[config.mk]
export PLATFORM = sky130hd
export DESIGN_NAME = binomial_via_prime_exponents
export DESIGN_NICKNAME = d
export VERILOG_FILES = /design/src/hw/rtl/bpe_pkg.sv /design/src/hw/rtl/bpe_front.sv /design/src/hw/rtl/bpe_back.sv /design/src/hw/rtl/binomial_via_prime_exponents.sv
export VERILOG_INCLUDE_DIRS = /design/src /design/src/hw/rtl
export SDC_FILE = /design/constraint.sdc
export NUM_CORES = 1
export LEC_CHECK = 0
export ABC_AREA = 1
export ABC_CLOCK_PERIOD_IN_PS = 5220
export BUFFER_PORTS_ARGS = -buffer_cell sky130_fd_sc_hd__buf_2
export CAP_MARGIN = 20
export CORE_MARGIN = 5
export CORE_UTILIZATION = 55
export CTS_BUF_LIST = sky130_fd_sc_hd__clkbuf_8 sky130_fd_sc_hd__clkbuf_16
export CTS_CLUSTER_SIZE = 14
export DETAILED_ROUTE_END_ITERATION = 6
export PLACE_DENSITY = 0.75
export SYNTH_ARGS = -nofsm -noshare
export SYNTH_HDL_FRONTEND = slang
export SYNTH_SLANG_ARGS = --single-unit
[constraint.sdc]
create_clock -name clk -period 5.22 [get_ports clk]
set_clock_uncertainty 0.05 [all_clocks]
set_input_delay 0.261 -clock clk [delete_from_list [all_inputs] [get_ports clk]]
set_output_delay 0.261 -clock clk [all_outputs]
set_load 0.005 [all_outputs]
[src/hw/rtl/binomial_via_prime_exponents_defines.svh]
// Assertion macros for the binomial coefficient block
`ifndef BINOMIAL_VIA_PRIME_EXPONENTS_DEFINES_SVH
`define BINOMIAL_VIA_PRIME_EXPONENTS_DEFINES_SVH

// implication checked on every clock edge outside reset
`define BPE_ASSERT_IMP(label, clk_s, rst_s, ante, cons, msg) \
    label: assert property (@(posedge clk_s) disable iff (!rst_s) (ante) |-> (cons)) \
        else $error(msg);

// next-cycle implication
`define BPE_ASSERT_NEXT(label, clk_s, rst_s, ante, cons, msg) \
    label: assert property (@(posedge clk_s) disable iff (!rst_s) (ante) |=> (cons)) \
        else $error(msg);

`endif

[src/hw/rtl/bpe_pkg.sv]
// -----------------------------------------------------------------------------
// bpe_pkg
// Shared types and constants for the binomial coefficient block.
// -----------------------------------------------------------------------------
`timescale 1ns / 1ps

package bpe_pkg;

    localparam int MAX_N     = 64;
    localparam int N_W       = 7;
    localparam int COEF_W    = 61;
    localparam int ACC_W     = 64;
    localparam int EXP_W     = 7;
    localparam int IN_DATA_W = 16;
    localparam int OUT_DATA_W = 64;

    // bit p is set when p is prime, p below 128
    localparam logic [127:0] PRIME_MASK = 128'h800228A2_02088288_28208A20_A08A28AC;

    // Job handed from front to back
    typedef struct packed {
        logic             bad;
        logic [N_W-1:0]   n;
        logic [N_W-1:0]   m;
    } job_t;

endpackage

[src/hw/rtl/bpe_front.sv]
// -----------------------------------------------------------------------------
// bpe_front
// Accepts request beats, flags invalid ones, and queues jobs (two entries).
// -----------------------------------------------------------------------------
`timescale 1ns / 1ps

module bpe_front
    import bpe_pkg::*;
(
    input  logic                 clk,
    input  logic                 rst_n,
    input  logic                 in_valid,
    output logic                 in_ready,
    input  logic [N_W-1:0]       total_count,
    input  logic [N_W-1:0]       choose_count,
    output logic                 job_valid,
    input  logic                 job_ready,
    output job_t                 job
);

    job_t       q_reg [2];
    logic       wr_ptr_reg, rd_ptr_reg;
    logic [1:0] cnt_reg;
    job_t       new_job;
    logic       push, pop;

    assign in_ready  = (cnt_reg != 2'd2);
    assign job_valid = (cnt_reg != 2'd0);
    assign job       = q_reg[rd_ptr_reg];
    assign push      = in_valid && in_ready;
    assign pop       = job_valid && job_ready;

    always_comb
    begin
        new_job.n   = total_count;
        new_job.m   = choose_count;
        new_job.bad = (total_count > N_W'(MAX_N)) || (choose_count > total_count);
    end

    always_ff @(posedge clk or negedge rst_n)
    begin
        if (!rst_n)
        begin
            wr_ptr_reg <= 1'b0;
            rd_ptr_reg <= 1'b0;
            cnt_reg    <= 2'd0;
        end
        else
        begin
            if (push)
                wr_ptr_reg <= ~wr_ptr_reg;
            if (pop)
                rd_ptr_reg <= ~rd_ptr_reg;
            cnt_reg <= cnt_reg + {1'b0, push} - {1'b0, pop};
        end
    end

    always_ff @(posedge clk)
    begin
        if (push)
            q_reg[wr_ptr_reg] <= new_job;
    end

endmodule

[src/hw/rtl/bpe_back.sv]
// -----------------------------------------------------------------------------
// bpe_back
// Sequencer: walks p = 2..n, picks primes from a constant table, sums
// Legendre exponents by stepping through multiples of each prime power,
// then multiplies p in e times.
// -----------------------------------------------------------------------------
`timescale 1ns / 1ps

module bpe_back
    import bpe_pkg::*;
(
    input  logic                 clk,
    input  logic                 rst_n,
    input  logic                 job_valid,
    output logic                 job_ready,
    input  job_t                 job,
    output logic                 res_valid,
    input  logic                 res_ready,
    output logic [COEF_W-1:0]    coefficient,
    output logic                 invalid
);

    localparam logic [2:0] S_IDLE  = 3'd0;
    localparam logic [2:0] S_PRIME = 3'd1;
    localparam logic [2:0] S_LEG   = 3'd2;
    localparam logic [2:0] S_MUL   = 3'd3;
    localparam logic [2:0] S_DONE  = 3'd4;

    logic [2:0]       state_reg, state_next;
    logic [N_W-1:0]   n_reg, m_reg, k_reg;
    logic [N_W-1:0]   p_reg;
    logic [N_W:0]     q_reg, j_reg;
    logic [EXP_W-1:0] e_reg;
    logic [ACC_W-1:0] acc_reg;
    logic             bad_reg;
    logic             out_valid_reg;

    // j walks the multiples of the prime power q; each multiple up to n adds
    // one, minus one for each of m and n-m that it does not exceed
    logic [2*N_W:0]   q_mul;
    logic             j_in_n;
    logic             q_next_ok;
    logic [EXP_W-1:0] e_step;

    assign q_mul     = {{N_W{1'b0}}, q_reg} * {{(N_W+1){1'b0}}, p_reg};
    assign j_in_n    = (j_reg <= {1'b0, n_reg});
    assign q_next_ok = (q_mul <= {{(N_W+1){1'b0}}, n_reg});
    assign e_step    = EXP_W'(1) - EXP_W'(j_reg <= {1'b0, m_reg})
                       - EXP_W'(j_reg <= {1'b0, k_reg});

    assign job_ready   = (state_reg == S_IDLE) && !out_valid_reg;
    assign res_valid   = out_valid_reg;
    assign coefficient = bad_reg ? '0 : acc_reg[COEF_W-1:0];
    assign invalid     = bad_reg;

    always_comb
    begin
        state_next = state_reg;
        unique case (state_reg)
            S_IDLE:  if (job_valid && job_ready)
                         state_next = job.bad ? S_DONE : S_PRIME;
            S_PRIME: if (p_reg > n_reg)
                         state_next = S_DONE;
                     else if (PRIME_MASK[p_reg])
                         state_next = S_LEG;
            S_LEG:   if (!j_in_n && !q_next_ok)
                         state_next = S_MUL;
            S_MUL:   if (e_reg == '0)
                         state_next = S_PRIME;
            S_DONE:  state_next = S_IDLE;
            default: state_next = S_IDLE;
        endcase
    end

    always_ff @(posedge clk or negedge rst_n)
    begin
        if (!rst_n)
        begin
            state_reg     <= S_IDLE;
            out_valid_reg <= 1'b0;
        end
        else
        begin
            state_reg <= state_next;
            if (state_reg == S_DONE)
                out_valid_reg <= 1'b1;
            else if (res_ready)
                out_valid_reg <= 1'b0;
        end
    end

    always_ff @(posedge clk)
    begin
        unique case (state_reg)
            S_IDLE:
            begin
                if (job_valid && job_ready)
                begin
                    n_reg   <= job.n;
                    m_reg   <= job.m;
                    k_reg   <= job.n - job.m;
                    bad_reg <= job.bad;
                    acc_reg <= ACC_W'(1);
                    p_reg   <= N_W'(2);
                end
            end
            S_PRIME:
            begin
                if (p_reg <= n_reg)
                begin
                    if (PRIME_MASK[p_reg])
                    begin
                        q_reg <= {1'b0, p_reg};
                        j_reg <= {1'b0, p_reg};
                        e_reg <= '0;
                    end
                    else
                        p_reg <= p_reg + N_W'(1);
                end
            end
            S_LEG:
            begin
                if (j_in_n)
                begin
                    e_reg <= e_reg + e_step;
                    j_reg <= j_reg + q_reg;
                end
                else if (q_next_ok)
                begin
                    q_reg <= q_mul[N_W:0];
                    j_reg <= q_mul[N_W:0];
                end
            end
            S_MUL:
            begin
                if (e_reg != '0)
                begin
                    acc_reg <= acc_reg * ACC_W'(p_reg);
                    e_reg   <= e_reg - EXP_W'(1);
                end
                else
                    p_reg <= p_reg + N_W'(1);
            end
            default:
            begin
            end
        endcase
    end

endmodule

[src/hw/rtl/binomial_via_prime_exponents.sv]
// -----------------------------------------------------------------------------
// binomial_via_prime_exponents
// C(n,m) from prime exponents (Legendre's formula).
// -----------------------------------------------------------------------------
//  channel | dir | fields
//  s_axis  | in  | tdata: total_count[6:0], choose_count[13:7]
//  m_axis  | out | tdata: coefficient[60:0]; tuser: invalid
//
// One request at a time in the back sequencer: it visits each p from 2 to n+1,
// steps through each multiple of each prime power up to n and each power, and
// multiplies each prime in e times before moving on to the next p.
// Invalid requests skip the walk and go from idle straight to the done state.
// A two-entry queue holds new beats while the sequencer works; the result
// stays in its register until taken and blocks the next job meanwhile.
// Reset is asynchronous and clears only control state.
`timescale 1ns / 1ps
`include "binomial_via_prime_exponents_defines.svh"

module binomial_via_prime_exponents
    import bpe_pkg::*;
(
    input  logic                    clk,
    input  logic                    rst_n,
    input  logic                    s_axis_tvalid,
    output logic                    s_axis_tready,
    input  logic [IN_DATA_W-1:0]    s_axis_tdata,  // total_count, choose_count
    output logic                    m_axis_tvalid,
    input  logic                    m_axis_tready,
    output logic [OUT_DATA_W-1:0]   m_axis_tdata,  // coefficient
    output logic                    m_axis_tuser   // invalid
);

    logic              job_valid, job_ready;
    job_t              job;
    logic [COEF_W-1:0] coefficient;

    bpe_front u_front (
        .clk          (clk),
        .rst_n        (rst_n),
        .in_valid     (s_axis_tvalid),
        .in_ready     (s_axis_tready),
        .total_count  (s_axis_tdata[N_W-1:0]),
        .choose_count (s_axis_tdata[2*N_W-1:N_W]),
        .job_valid    (job_valid),
        .job_ready    (job_ready),
        .job          (job)
    );

    bpe_back u_back (
        .clk         (clk),
        .rst_n       (rst_n),
        .job_valid   (job_valid),
        .job_ready   (job_ready),
        .job         (job),
        .res_valid   (m_axis_tvalid),
        .res_ready   (m_axis_tready),
        .coefficient (coefficient),
        .invalid     (m_axis_tuser)
    );

    assign m_axis_tdata = {{(OUT_DATA_W-COEF_W){1'b0}}, coefficient};

    `BPE_ASSERT_IMP(a_bad_zero, clk, rst_n,
        m_axis_tvalid && m_axis_tuser, m_axis_tdata == '0,
        "invalid result with nonzero coefficient")
    `BPE_ASSERT_IMP(a_no_take_busy, clk, rst_n, job_ready, !m_axis_tvalid,
        "sequencer took a job while result pending")
    `BPE_ASSERT_NEXT(a_result_holds, clk, rst_n, m_axis_tvalid && !m_axis_tready,
        m_axis_tvalid && $stable(m_axis_tdata), "stalled result changed")

endmodule

== Word-level counts from Yosys, hierarchy flattened ==
Memory sizes are Yosys's and may differ from the RTL's. A register that Yosys moved wholly into a read port is not among the register bits.
Index checks and enable logic that the tools add are counted.
W data, S select, Z words.

* $add $sub $neg: 9
* Multiply operators: 2
* Divide/modulo/power cells: 0
* $lt $le $gt $ge: 9
* Eq/ne operators: 18
* Shift-type cells: 0
* Muxes and demuxes: 34
* Bitwise operators: 2
* Reduce and logical (&&, ||, !) cells: 24

{| class="wikitable"
|+ Operator list
! kind !! number
|-
| $mux W64 || 2
|-
| $pmux W64 S2 || 1
|-
| $mul A64 B7 Y64 || 1
|-
| $mux W7 || 9
|-
| $mux W61 || 1
|-
| $pmux W7 S3 || 2
|-
| $mux W8 || 5
|-
| $pmux W8 S2 || 2
|-
| $le A8 B7 Y1 || 3
|-
| $mux W3 || 6
|-
| $le A15 B7 Y1 || 1
|-
| $mul A8 B7 Y15 || 1
|-
| $reduce_and A5 Y1 || 3
|-
| $gt A7 B7 Y1 || 2
|-
| $ne A2 B1 Y1 const B || 7
|-
| $pmux W3 S4 || 1
|-
| $ne A2 B2 Y1 const B || 5
|-
| $add A8 B8 Y8 || 1
|-
| $lt A7 B8 Y1 const B || 1
|-
| $reduce_and A4 Y1 || 2
|-
| $reduce_bool A2 Y1 || 4
|-
| $add A7 B1 Y7 const B || 1
|-
| $add A7 B7 Y7 || 1
|-
| $gt A7 B7 Y1 const B || 1
|-
| 22 further kinds || 35
|}

* Register bits after elaboration: 124
* Bits in latches: 0
* Memory bits (writable): 30
* ROM bits: 128
* Output and inout port bits: 67
* Memories kept: 2

{| class="wikitable"
|+ Memories
! memory !! words !! width !! rd ports !! clocked after Yosys merged registers in !! wr ports !! line !! source
|-
| (name not given) || 128 || 1 || 1 || 1 || 0 || bpe_back.sv:64 || <nowiki>else if (PRIME_MASK[p_reg])</nowiki>
|-
| u_front.q_reg || 2 || 15 || 1 || 0 || 1 || bpe_front.sv:21 || <nowiki>job_t q_reg [2];</nowiki>
|}

== Longest topological paths before layout ==
Gate-level depths: netlist (run 1).

* Word-level depth: 6
* Depth in mapped cells: 28

== Hierarchy ==
A second synthesis (run 1) with hierarchy kept.

* Cells, all modules: 3,128
* Area total of the unflattened synthesis: 23,432.5 µm²

{| class="wikitable"
|+ Modules (own cells, without submodules)
! module !! instances !! cells each !! area each (µm²)
|-
| bpe_back || 1 || 2,985 || 21,840.9
|-
| bpe_front || 1 || 139 || 1,565.3
|-
| binomial_via_prime_exponents || 1 || 4 || 26.3
|}

== Least setup slack after synthesis (run 1) ==
Ideal clock, no wire load.

* Path type: reg-to-reg
* Start: register u_back.p_reg[4]
* End: register u_back.q_reg[0] (enable)
* Setup time: 370 ps
* Arrival: 4,977 ps
* Data required time: 4,800 ps
* Setup slack: -177 ps
* Cell stages (with the launch flop): 24
* Buffers on the path: 2
* Period minus slack after synthesis: 5,397 ps
* Cells stage by stage: edfxtp_1 -> clkbuf_1 -> clkbuf_1 -> nand2_1 -> fa_1 -> fa_1 -> inv_1 -> fa_1 -> inv_1 -> fa_1 -> inv_1 -> ha_1 -> xor2_1 -> inv_1 -> ha_1 -> a21oi_1 -> o21ai_0 -> o32ai_1 -> nand2_1 -> nor2_1 -> nand2_1 -> nand2_1 -> nand2_1 -> nor2_1

* Cells in the longest elaborated chain, start to end: 4

{| class="wikitable"
|+ Ends and longest elaborated chain
! element !! line !! source
|-
| start: declaration || bpe_back.sv:31 || <nowiki>logic [N_W-1:0] p_reg;</nowiki>
|-
| start signal: assignment || bpe_back.sv:118 || <nowiki>p_reg <= p_reg + N_W'(1);</nowiki>
|-
| start signal: assignment || bpe_back.sv:142 || <nowiki>p_reg <= p_reg + N_W'(1);</nowiki>
|-
| $mul A8 B7 Y15 || bpe_back.sv:45 || <nowiki>assign q_mul = {{N_W{1'b0}}, q_reg} * {{(N_W+1){1'b0}}, p_reg};</nowiki>
|-
| $le A15 B7 Y1 || bpe_back.sv:47 || <nowiki>assign q_next_ok = (q_mul <= {{(N_W+1){1'b0}}, n_reg});</nowiki>
|-
| $ne A2 B1 Y1 (no source line) || - ||
|-
| $reduce_and A5 Y1 (no source line) * || - ||
|-
| end signal: assignment || bpe_back.sv:113 || <nowiki>q_reg <= {1'b0, p_reg};</nowiki>
|-
| end signal: assignment || bpe_back.sv:130 || <nowiki>q_reg <= q_mul[N_W:0];</nowiki>
|-
| end: declaration || bpe_back.sv:32 || <nowiki>logic [N_W:0] q_reg, j_reg;</nowiki>
|}

Mark *: on every way between the ends. The rest lies on a longest branch, timed or not.
A chain may end at the register's enable or synchronous reset.

== Worst setup path in the final report (run 1) ==
* Start: register u_back.p_reg[2]
* End: register u_back.q_reg[1] (enable)

The elaborated chain is that of the path after synthesis.

==> results of run 1 <==
-- synthesized netlist by cell type (all sizes together) (2+ instances only) --
cell type  count  area, sq um
a221oi         3         26.3
nand4         15         93.8
nor3          12         60.1
edfxtp       143         4290
xnor2         20          175
a21o          14          105
o21ai        137          701
a21oi        147          736
a31oi         17          106
nor2         278         1060
fa           309         6190
a211oi         4         30.0
dfrtp          8          200
clkbuf       107          462
o21a           9         67.6
o211ai         2         15.0
xor2          20          175
nand2        805         3050
inv          787         2950
a21boi         7         52.6
buf           24          113
or2            5         31.3
ha           172         2150
o22ai          3         18.8
mux2           7         78.8
nor3b          3         22.5
nand3         63          330
o21bai        12         90.1
o221ai         6         52.6
nor4           5         31.3
-- what timing repair did --
item,4_1_cts,5_1_grt
buffers inserted,4,15
pin swaps,2,19
endpoints found under the hold margin,37,0
setup endpoints to repair,30,60
hold buffers,16,0
resized for setup,11,156
cloned,0,4
-- worst max-delay path by stage --
stage          slack [ps]  cells after the start                                to
2_1_floorplan          50                     25         u_back.q_reg[0]$_DFFE_PP_
3_5_place_dp         -130                     22  u_back.acc_reg[57]$_SDFFCE_PP0P_
3_3_place_gp          -60                     23  u_back.acc_reg[56]$_SDFFCE_PP0P_
4_1_cts               0.4                     24  u_back.acc_reg[58]$_SDFFCE_PP0P_
5_1_grt              -250                     25         u_back.q_reg[0]$_DFFE_PP_
6_report              -80                     25         u_back.q_reg[1]$_DFFE_PP_
-- through the flow --
step | instance area (sq um) | TNS (ps)
final | 27600 | -1090
after global routing | 27600 | -6150
after CTS | 26800 | 0
after detailed placement | 26000 | -1950
after global placement | 26000 | -94.8
after floorplan | 23600 | 0
-- cells in the final DEF (no fill, tap or decap), types with 6 or more instances in the layout --
cell type / count
xor2_1: 19
nor2_2: 23
nand3_2: 11
a21oi_1: 128
o21ai_2: 13
buf_4: 231
mux2_2: 7
nand4_1: 15
clkbuf_16: 21
inv_2: 11
nor2_4: 7
inv_1: 775
inv_6: 6
o21ai_1: 14
ha_1: 150
ha_4: 19
edfxtp_1: 143
buf_6: 7
dfrtp_1: 8
o21a_1: 9
o21bai_1: 12
buf_12: 11
nand2_2: 22
nor2_1: 248
a31oi_1: 12
xnor2_1: 20
nor3_1: 11
a21o_1: 14
nand2_1: 781
a21oi_2: 17
o21ai_0: 109
fa_1: 309
dlygate4sd3_1: 16
buf_2: 81
nand3_1: 52
-- kinds of logic (layout without fill, tap and decap cells) --
kind of cell    Yosys count  count (layout)
other cells               1               4
buf+inv                 919            1171
flops                   152             152
simple gates           1188            1188
mux                       8               8
xor+xnor                 40              40
compound gates          365             365
fa+ha+maj               481             481
-- layer usage --
| metal | GRT usage [%] | vias up | part of all wire (%) |
|---|---|---|---|
| met1 | 35.6 | 10200 | 40 |
| met4 | 10.1 | 0 | 3.4 |
| met5 | 0 | - | 0 |
| li1 | - | 9935 | - |
| met3 | 2.47 | 150 | 5.4 |
| met2 | 49.5 | 730 | 51 |
-- layout make-up --
cell class	count	area, sq um
multi-input combinational	2085	16200
fill	3533	14500
clock buffer	17	425
timing repair buffer	351	2710
antenna	1	2.50
tap	539	674
sequential	152	4510
inverter	788	2970
clock inverter	15	143
-- critical path, delay by kind of cell (launching register included) --
family	cells	cell delay (ps)
adder cells (fa/ha/maj)	5	2280
buffers and inverters	9	970
XOR/XNOR	1	120
flip-flops	1	440
AO/OA/AOI/OAI	1	190
AND/OR/NAND/NOR	9	960
==> summary.txt, run 1 <==
Worst setup path
  • Reg-to-reg slack, setup: -80 ps
  • Crit path from: u_back.p_reg[2]$_DFFE_PP_
  • CP endpoint kind: flip-flop
  • CP startpoint kind: flip-flop
  • CP Max Fanout: 15
  • Arrival @ worst endpoint: approximately 5400 ps
  • Reg-to-reg critical path startpoint: u_back.p_reg[2]$_DFFE_PP_
  • Crit Path Class: flip-flop to flip-flop
  • CP max-delay cell: fa_1
  • Worst r2r path cells: 25
  • Worst r2r dst: u_back.q_reg[1]$_DFFE_PP_
  • CP required: about 5400 ps
  • Largest stage delay, worst path: roughly 560 ps

Logic synthesis
  • Synthesized-area fraction occupied by adder cells: between 30% and 40%
  • Syn. warnings: 0
  • Main synth FF type: edfxtp_1
  • Post-synth EDFFs: roughly 140
  • Yosys reg bits: between 150 and 200
  • Sequential area share after synthesis: a little under a fifth
  • Multiplexer share of the synthesized area: less than 1%
  • Complex-gate fraction of the synthesized area: under 10%
  • Cells after Synth: between 3000 and 4000
  • Mapped cell area: around 24000 sq um
  • Async set-reset flop share out of synthesis: between 5 and 6%
  • Synth Area in Simple Gates: approximately a fifth
  • Post-Synth XOR/XNOR Area: 1.49%
  • Unique cell type count in the Yosys netlist: 53
  • Synth Area per Inst: 7.47 sq um
  • Largest family of logic cells by synthesized area: adder cells

Placement
  • Dpl hpwl: approximately 53 mm
  • Global placer's final weighted congestion: ~1
  • Pre-CTS setup slack: -126 ps
  • PortBufs: just over 80
  • Placed cells: about 3900

Timing
  • Worst slew pin tran: 979 ps
  • Part of the cycle the worst path needs: 102%
  • Fmax: approximately 190 MHz
  • Setup violations, final: 16
  • WHS: 145 ps
  • Slew Limit Fails: 0
  • Minimum clock period: roughly 5300 ps
  • Final hold violation count: 0
  • Worst rel slew slack: between 30% and 40%
  • RSZ-0062 raised after global routing: yes
  • Final worst slack: -82.3 ps

Clock tree
  • Clock Path Buffers: 2
  • Clock Latency Late Sink: 460 ps
  • Worst-path clk slew: about 70 ps
  • Clock buffer count from CTS: 17
  • CTS Sinks: between 150 and 200
  • Root buffer cell: clkbuf_16
  • CTS tree: done
  • H-tree Lvls: 4

Route
  • Residual DRC: 0
  • DR pass1 iterations: 5
  • Routed WL per cell: between 15 and 20 um
  • DR vias/cell: ~5.3
  • Post-DRT Antenna Nets: 0
  • Starting DRT DRC Count: ~1500
  • Drt total wl: about 67 mm
  • Vias: approximately 21000

Layout
  • Non-filler cells, final: 3948
  • Final #Nets: approximately 4000
  • Area grow syn2layout: 17.1%
  • Final core occ: approximately 65%
  • Fraction of layout cells with a size suffix above 1: around 15%
  • Largest register FFs: 61

Die
  • Die Area: 47100 sq um
  • Starting Density: between 50 and 60%
  • CORE AREA: 42100 sq um
  • DIE WIDTH: ~220 um
  • Rows: 75
  • Total I/O pin count: 87
  • Die Height: 217 um

Job
  • Max cap viols: 0

GRT
  • Largest net degree at the start of global routing: 57
  • Initial antenna violation count: 1
  • Global-route wire length before repair: 106 mm
  • Vias in the first global route: between 20000 and 25000
  • GR Util All Layers: between 20% and 30%
  • Grt ovf: 0

Min path
  • Worst hold path class: input port to async pin

Run status
  • Status: finished with violations
  • Failing checks: negative setup slack
Power of run 1 is not shown: default switching activity piles up to over one toggle a cycle in this logic, so the estimate is an artifact.
==> inputs of run 2 (changes only) <==
Settings changed: RECOVER_POWER set to 25.
==> run 2 against run 1 <==
  * The flow still finishes with violations (negative setup slack)
  * Global-route usage stayed put
  * Critical path depth did not move
  * Utilization is 0.083 points lower
  * Die area did not move
  * Sequential share of layout area barely moved
  * Register-to-register slack barely moved
  * Critical endpoint unchanged
==> summary.txt, run 2 (synthesis results as in run 1) <==
Timing
  • Final hold violation count: 0
  • Setup violations, final: 16
  • Final worst slack: -72.0 ps
  • Worst rel slew slack: around a third
  • Minimum clock period: 5290 ps
  • Part of the cycle the worst path needs: 101%
  • Fmax: 189 MHz
  • Slew Limit Fails: 0
  • RSZ-0062 raised after global routing: yes
  • Worst slew pin tran: ~1000 ps
  • WHS: 199 ps

Clock tree
  • Root buffer cell: clkbuf_16
  • Clock Latency Late Sink: 460 ps
  • H-tree Lvls: 4
  • CTS Sinks: 152
  • Worst-path clk slew: 70 ps
  • Clock Path Buffers: 2
  • Clock buffer count from CTS: 17
  • CTS tree: done

Route
  • Routed met2 length: 33.9 mm
  • Vias: 21000
  • Starting DRT DRC Count: roughly 1500
  • Post-DRT Antenna Nets: 0
  • Top Layer Used: met4
  • Residual DRC: 0
  • DR WL met3: 3.68 mm
  • DR vias/cell: ~5.3
  • Routed WL per cell: roughly 17 um
  • DR pass1 iterations: 5
  • Drt total wl: around 67 mm
  • WL met1: roughly 27 mm

Die
  • Die Height: 217 um
  • Die Area: approximately 47000 sq um
  • Rows: 75
  • Total I/O pin count: 87
  • Starting Density: a little under three fifths
  • DIE WIDTH: between 200 and 250 um
  • CORE AREA: 42100 sq um

Layout
  • Commonest cells after routing, fill and taps aside: nand2_1, inv_1, fa_1
  • Largest register FFs: between 60 and 70
  • Fraction of layout cells with a size suffix above 1: 14.5%
  • Fin area: 27600 sq um
  • Area grow syn2layout: 17.0%
  • Final #Nets: between 3000 and 4000
  • Final core occ: 65.4%
  • Non-filler cells, final: between 3000 and 4000
  • Most common cell after layout, fill and taps aside: nand2_1

GRT
  • GR Util All Layers: ~28%
  • Global-route wire length before repair: 106 mm
  • Initial antenna violation count: 1
  • Vias in the first global route: between 20000 and 25000
  • Largest net degree at the start of global routing: between 50 and 60
  • Grt ovf: 0

Job
  • Max cap viols: 0

Worst setup path
  • Crit Path Class: flip-flop to flip-flop
  • Arrival @ worst endpoint: ~5400 ps
  • Reg-to-reg slack, setup: -70 ps
  • CP required: ~5400 ps
  • CP Max Fanout: 15
  • CP startpoint kind: flip-flop
  • CP endpoint kind: flip-flop

Placement
  • DP Area: between 20000 and 30000 sq um
  • Placed cells: 3877
  • Global placer's final weighted congestion: between 0.9 and 1
  • PortBufs: just over 80
  • Dpl hpwl: 52.9 mm

Run status
  • Status: finished with violations
  • Failing checks: negative setup slack

Min path
  • Worst hold path class: input port to flip-flop
run 2: cell count changes in the layout (fill, tap and decap cells not counted), sizes merged:
cell | previous run | this run
buf | 331 | 311
clkbuf | 21 | 41
run 2: final timing paths:
check | cells past startpoint | from | end
max | 25 | u_back.p_reg[2]$_DFFE_PP_ | u_back.q_reg[1]$_DFFE_PP_
min | 4 | s_axis_tvalid | u_front.cnt_reg[0]$_DFF_PN0_
max reg2reg | 25 | u_back.p_reg[2]$_DFFE_PP_ | u_back.q_reg[1]$_DFFE_PP_
min reg2reg | 2 | u_back.res_valid$_DFFE_PN0P_ | u_back.res_valid$_DFFE_PN0P_
max in group asynchronous | 2 | rst_n | u_back.state_reg[1]$_DFFE_PN0P_
min in group asynchronous | 2 | rst_n | u_front.wr_ptr_reg$_DFFE_PN0P_
run 2: through the flow:
stage	setup TNS (ps)	worst slack (ps)
6_report	-944	-72.0
4_1_cts	0	0.415
3_5_place_dp	-1950	-126
3_3_place_gp	-94.8	-63.3
2_1_floorplan	0	50.1
5_1_grt	-6460	-269
run 2: layout make-up:
cell class | instances | area [sq um]
antenna | 1 | 2.50
clock buffer | 17 | 425
clock inverter | 15 | 143
fill | 3550 | 14600
inverter | 788 | 2970
multi-input combinational | 2085 | 16200
sequential | 152 | 4510
tap | 539 | 674
timing repair buffer | 351 | 2680
run 2: critical path: stages (launching register included):
cell and delay [ps]:
edfxtp_1 440, buf_6 170, buf_8 140, buf_12 150, nand2_1 60, inv_1 50, fa_1 500, inv_1 50
fa_1 560, fa_1 430, fa_1 500, inv_1 70, ha_4 290, nand2_1 80, nor2_1 140, inv_1 50
o21ai_0 170, buf_4 160, xnor2_1 120, nand3_1 130, nor2_2 190, nand2_1 90, nand2_2 80, nand2_2 80
nor2_4 140, buf_6 130
run 2: what timing repair did:
item | in CTS | in global routing
cloned | 0 | 4
gates resized for setup | 11 | 156
pin swaps | 2 | 19
hold buffers | 16 | 0
setup buffers | 4 | 15
endpoints found under the setup margin | 30 | 60
endpoints found under the hold margin | 37 | 0
run 2: layer usage:
metal,vias up,GRT usage (%)
met5,-,0
met4,0,10.1
met3,143,2.47
met2,750,49.5
met1,10200,35.6
li1,9928,-
Power of run 2 is left out for the same reason.
==> inputs of run 3 (changes only) <==
Settings changed: CORE_ASPECT_RATIO set to 0.5.
==> run 3 against run 2 <==
  * The run now ends clean
  * Register-to-register slack better by 80 ps
  * Clock-buffer cell count unchanged
  * Utilization increased by 1.5 points
  * Die area rose by 0.53%
  * Critical path type unchanged
  * Highest routed layer unchanged
==> summary.txt, run 3 (synthesis results as in run 1) <==
Timing
  • Worst slew pin tran: a little over 900 ps
  • Fmax: approximately 190 MHz
  • Minimum clock period: roughly 5200 ps
  • Setup violations, final: 0
  • Worst rel slew slack: between 30% and 40%
  • Slew Limit Fails: 0
  • Final hold violation count: 0
  • Part of the cycle the worst path needs: between 90 and 100%
  • RSZ-0062 raised after global routing: yes

Route
  • Residual DRC: 0
  • Post-DRT Antenna Nets: 0
  • Drt total wl: 64.2 mm
  • Routed WL per cell: approximately 16 um
  • Vias: between 20000 and 25000
  • Starting DRT DRC Count: approximately 1700
  • DR pass1 iterations: 7
  • DR vias/cell: between 5 and 6

Die
  • Rows: 53
  • DIE WIDTH: between 300 and 400 um
  • Die Height: approximately 160 um
  • CORE AREA: between 40000 and 50000 sq um
  • Starting Density: 55.9%
  • Die Area: between 40000 and 50000 sq um
  • Total I/O pin count: 87

Layout
  • Commonest cells after routing, fill and taps aside: inv_1, nand2_1, fa_1
  • Area grow syn2layout: 19.7%
  • Largest register FFs: just over 60
  • Final #Nets: between 3000 and 4000
  • # diodes: 0
  • Most common cell after layout, fill and taps aside: inv_1
  • Fin area: around 28000 sq um
  • Fraction of layout cells with a size suffix above 1: between 15 and 20%

GRT
  • Grt ovf: 0
  • Largest net degree at the start of global routing: 67
  • GR Util All Layers: between 20% and 30%
  • Vias in the first global route: between 20000 and 25000
  • Initial antenna violation count: 0
  • Global-route wire length before repair: 102 mm

Worst setup path
  • Reg-to-reg critical path startpoint: u_back.p_reg[2]$_DFFE_PP_
  • Crit path from: u_back.p_reg[2]$_DFFE_PP_
  • Crit Path Class: flip-flop to flip-flop
  • CP required: around 5300 ps
  • CP endpoint kind: flip-flop
  • Arrival @ worst endpoint: between 5000 and 6000 ps
  • CP startpoint kind: flip-flop
  • CP Max Fanout: 8

Placement
  • Dpl hpwl: around 47 mm
  • Global placer's final weighted congestion: around 0.95
  • PortBufs: between 80 and 90
  • DP Area: roughly 26000 sq um

Clock tree
  • Clock buffer count from CTS: 17
  • CTS Sinks: roughly 150
  • Clock Path Buffers: 2
  • H-tree Lvls: 4
  • CTS tree: done
  • Root buffer cell: clkbuf_16
  • Clock Latency Late Sink: 460 ps
  • Worst-path clk slew: 80 ps

Min path
  • Min-delay src: s_axis_tvalid
  • Worst hold path class: input port to flip-flop

Run status
  • Status: finished, final reports clean

Job
  • Max cap viols: 0
==> run 3: cell count changes in the layout (fill, tap and decap cells not counted), sizes merged <==
cell | previous run | this run
buf | 311 | 284
clkinv | 5 | 11
inv | 796 | 792
clkbuf | 41 | 39
bufinv | 1 | 0
clkinvlp | 1 | 0
diode | 1 | 0
==> run 3: worst paths after layout <==
path / end / slack, ps / cells past startpoint
max: u_back.q_reg[0]$_DFFE_PP_ / 10 / 23
max in group asynchronous: u_back.state_reg[0]$_DFFE_PN0P_ / 4640 / 2
max reg2reg: u_back.q_reg[0]$_DFFE_PP_ / 10 / 23
min reg2reg: u_front.wr_ptr_reg$_DFFE_PN0P_ / 480 / 2
min: u_front.wr_ptr_reg$_DFFE_PN0P_ / 120 / 5
min in group asynchronous: u_front.wr_ptr_reg$_DFFE_PN0P_ / 180 / 2
==> run 3: routing by layer <==
| metal | share of wire (%) | routed length [um] | GRT usage, % |
|---|---|---|---|
| met1 | 42 | 26800 | 35.2 |
| met2 | 49 | 31200 | 44.9 |
| met3 | 7.0 | 4460 | 3.27 |
| met4 | 2.7 | 1730 | 8.23 |
| met5 | 0 | 0 | 0 |
==> run 3: area by class of cell <==
type | instances | area, sq um
inverter | 788 | 2970
multi-input combinational | 2085 | 16900
clock buffer | 17 | 425
sequential | 152 | 4510
tap | 577 | 722
timing repair buffer | 322 | 2510
clock inverter | 15 | 201
fill | 3376 | 14000
==> run 3: worst max-delay path, stage by stage, from the launching register on <==
cell	delay (ps)
edfxtp_1	520
buf_6	180
buf_6	110
nand2_2	50
inv_2	40
fa_1	480
ha_2	280
ha_1	320
fa_1	450
ha_1	420
a21oi_1	250
nand2_1	180
xor2_2	210
ha_1	310
nand2_1	80
o32ai_2	260
buf_4	160
nand2_2	40
nor2_2	90
nand2_1	50
nand2_1	70
nand2_1	60
nor2_2	100
buf_6	150
==> run 3: metrics by stage <==
stage / std cells / hold slack [ps] / worst slack, ps / util (%) / TNS [ps]
floorplan: 3156 / -84.6 / 50.1 / - / 0
global placement: 3875 / 56.8 / -88.6 / 60.9 / -698
detailed placement: 3875 / 58.2 / -164 / 60.9 / -3210
CTS: 3935 / 102 / 1.44 / 63.5 / 0
global route: 3956 / 148 / -232 / 66.9 / -5720
finish: 3956 / 123 / 9.72 / 66.9 / 0
==> run 3: timing repair <==
item,CTS,global route
hold buffers,16,0
gates cloned,1,2
endpoints found under the hold margin,37,0
pin swaps,13,82
setup endpoints to repair,48,64
resized for setup,53,308
buffers inserted,11,18
Power of run 3 is left out for the same reason.
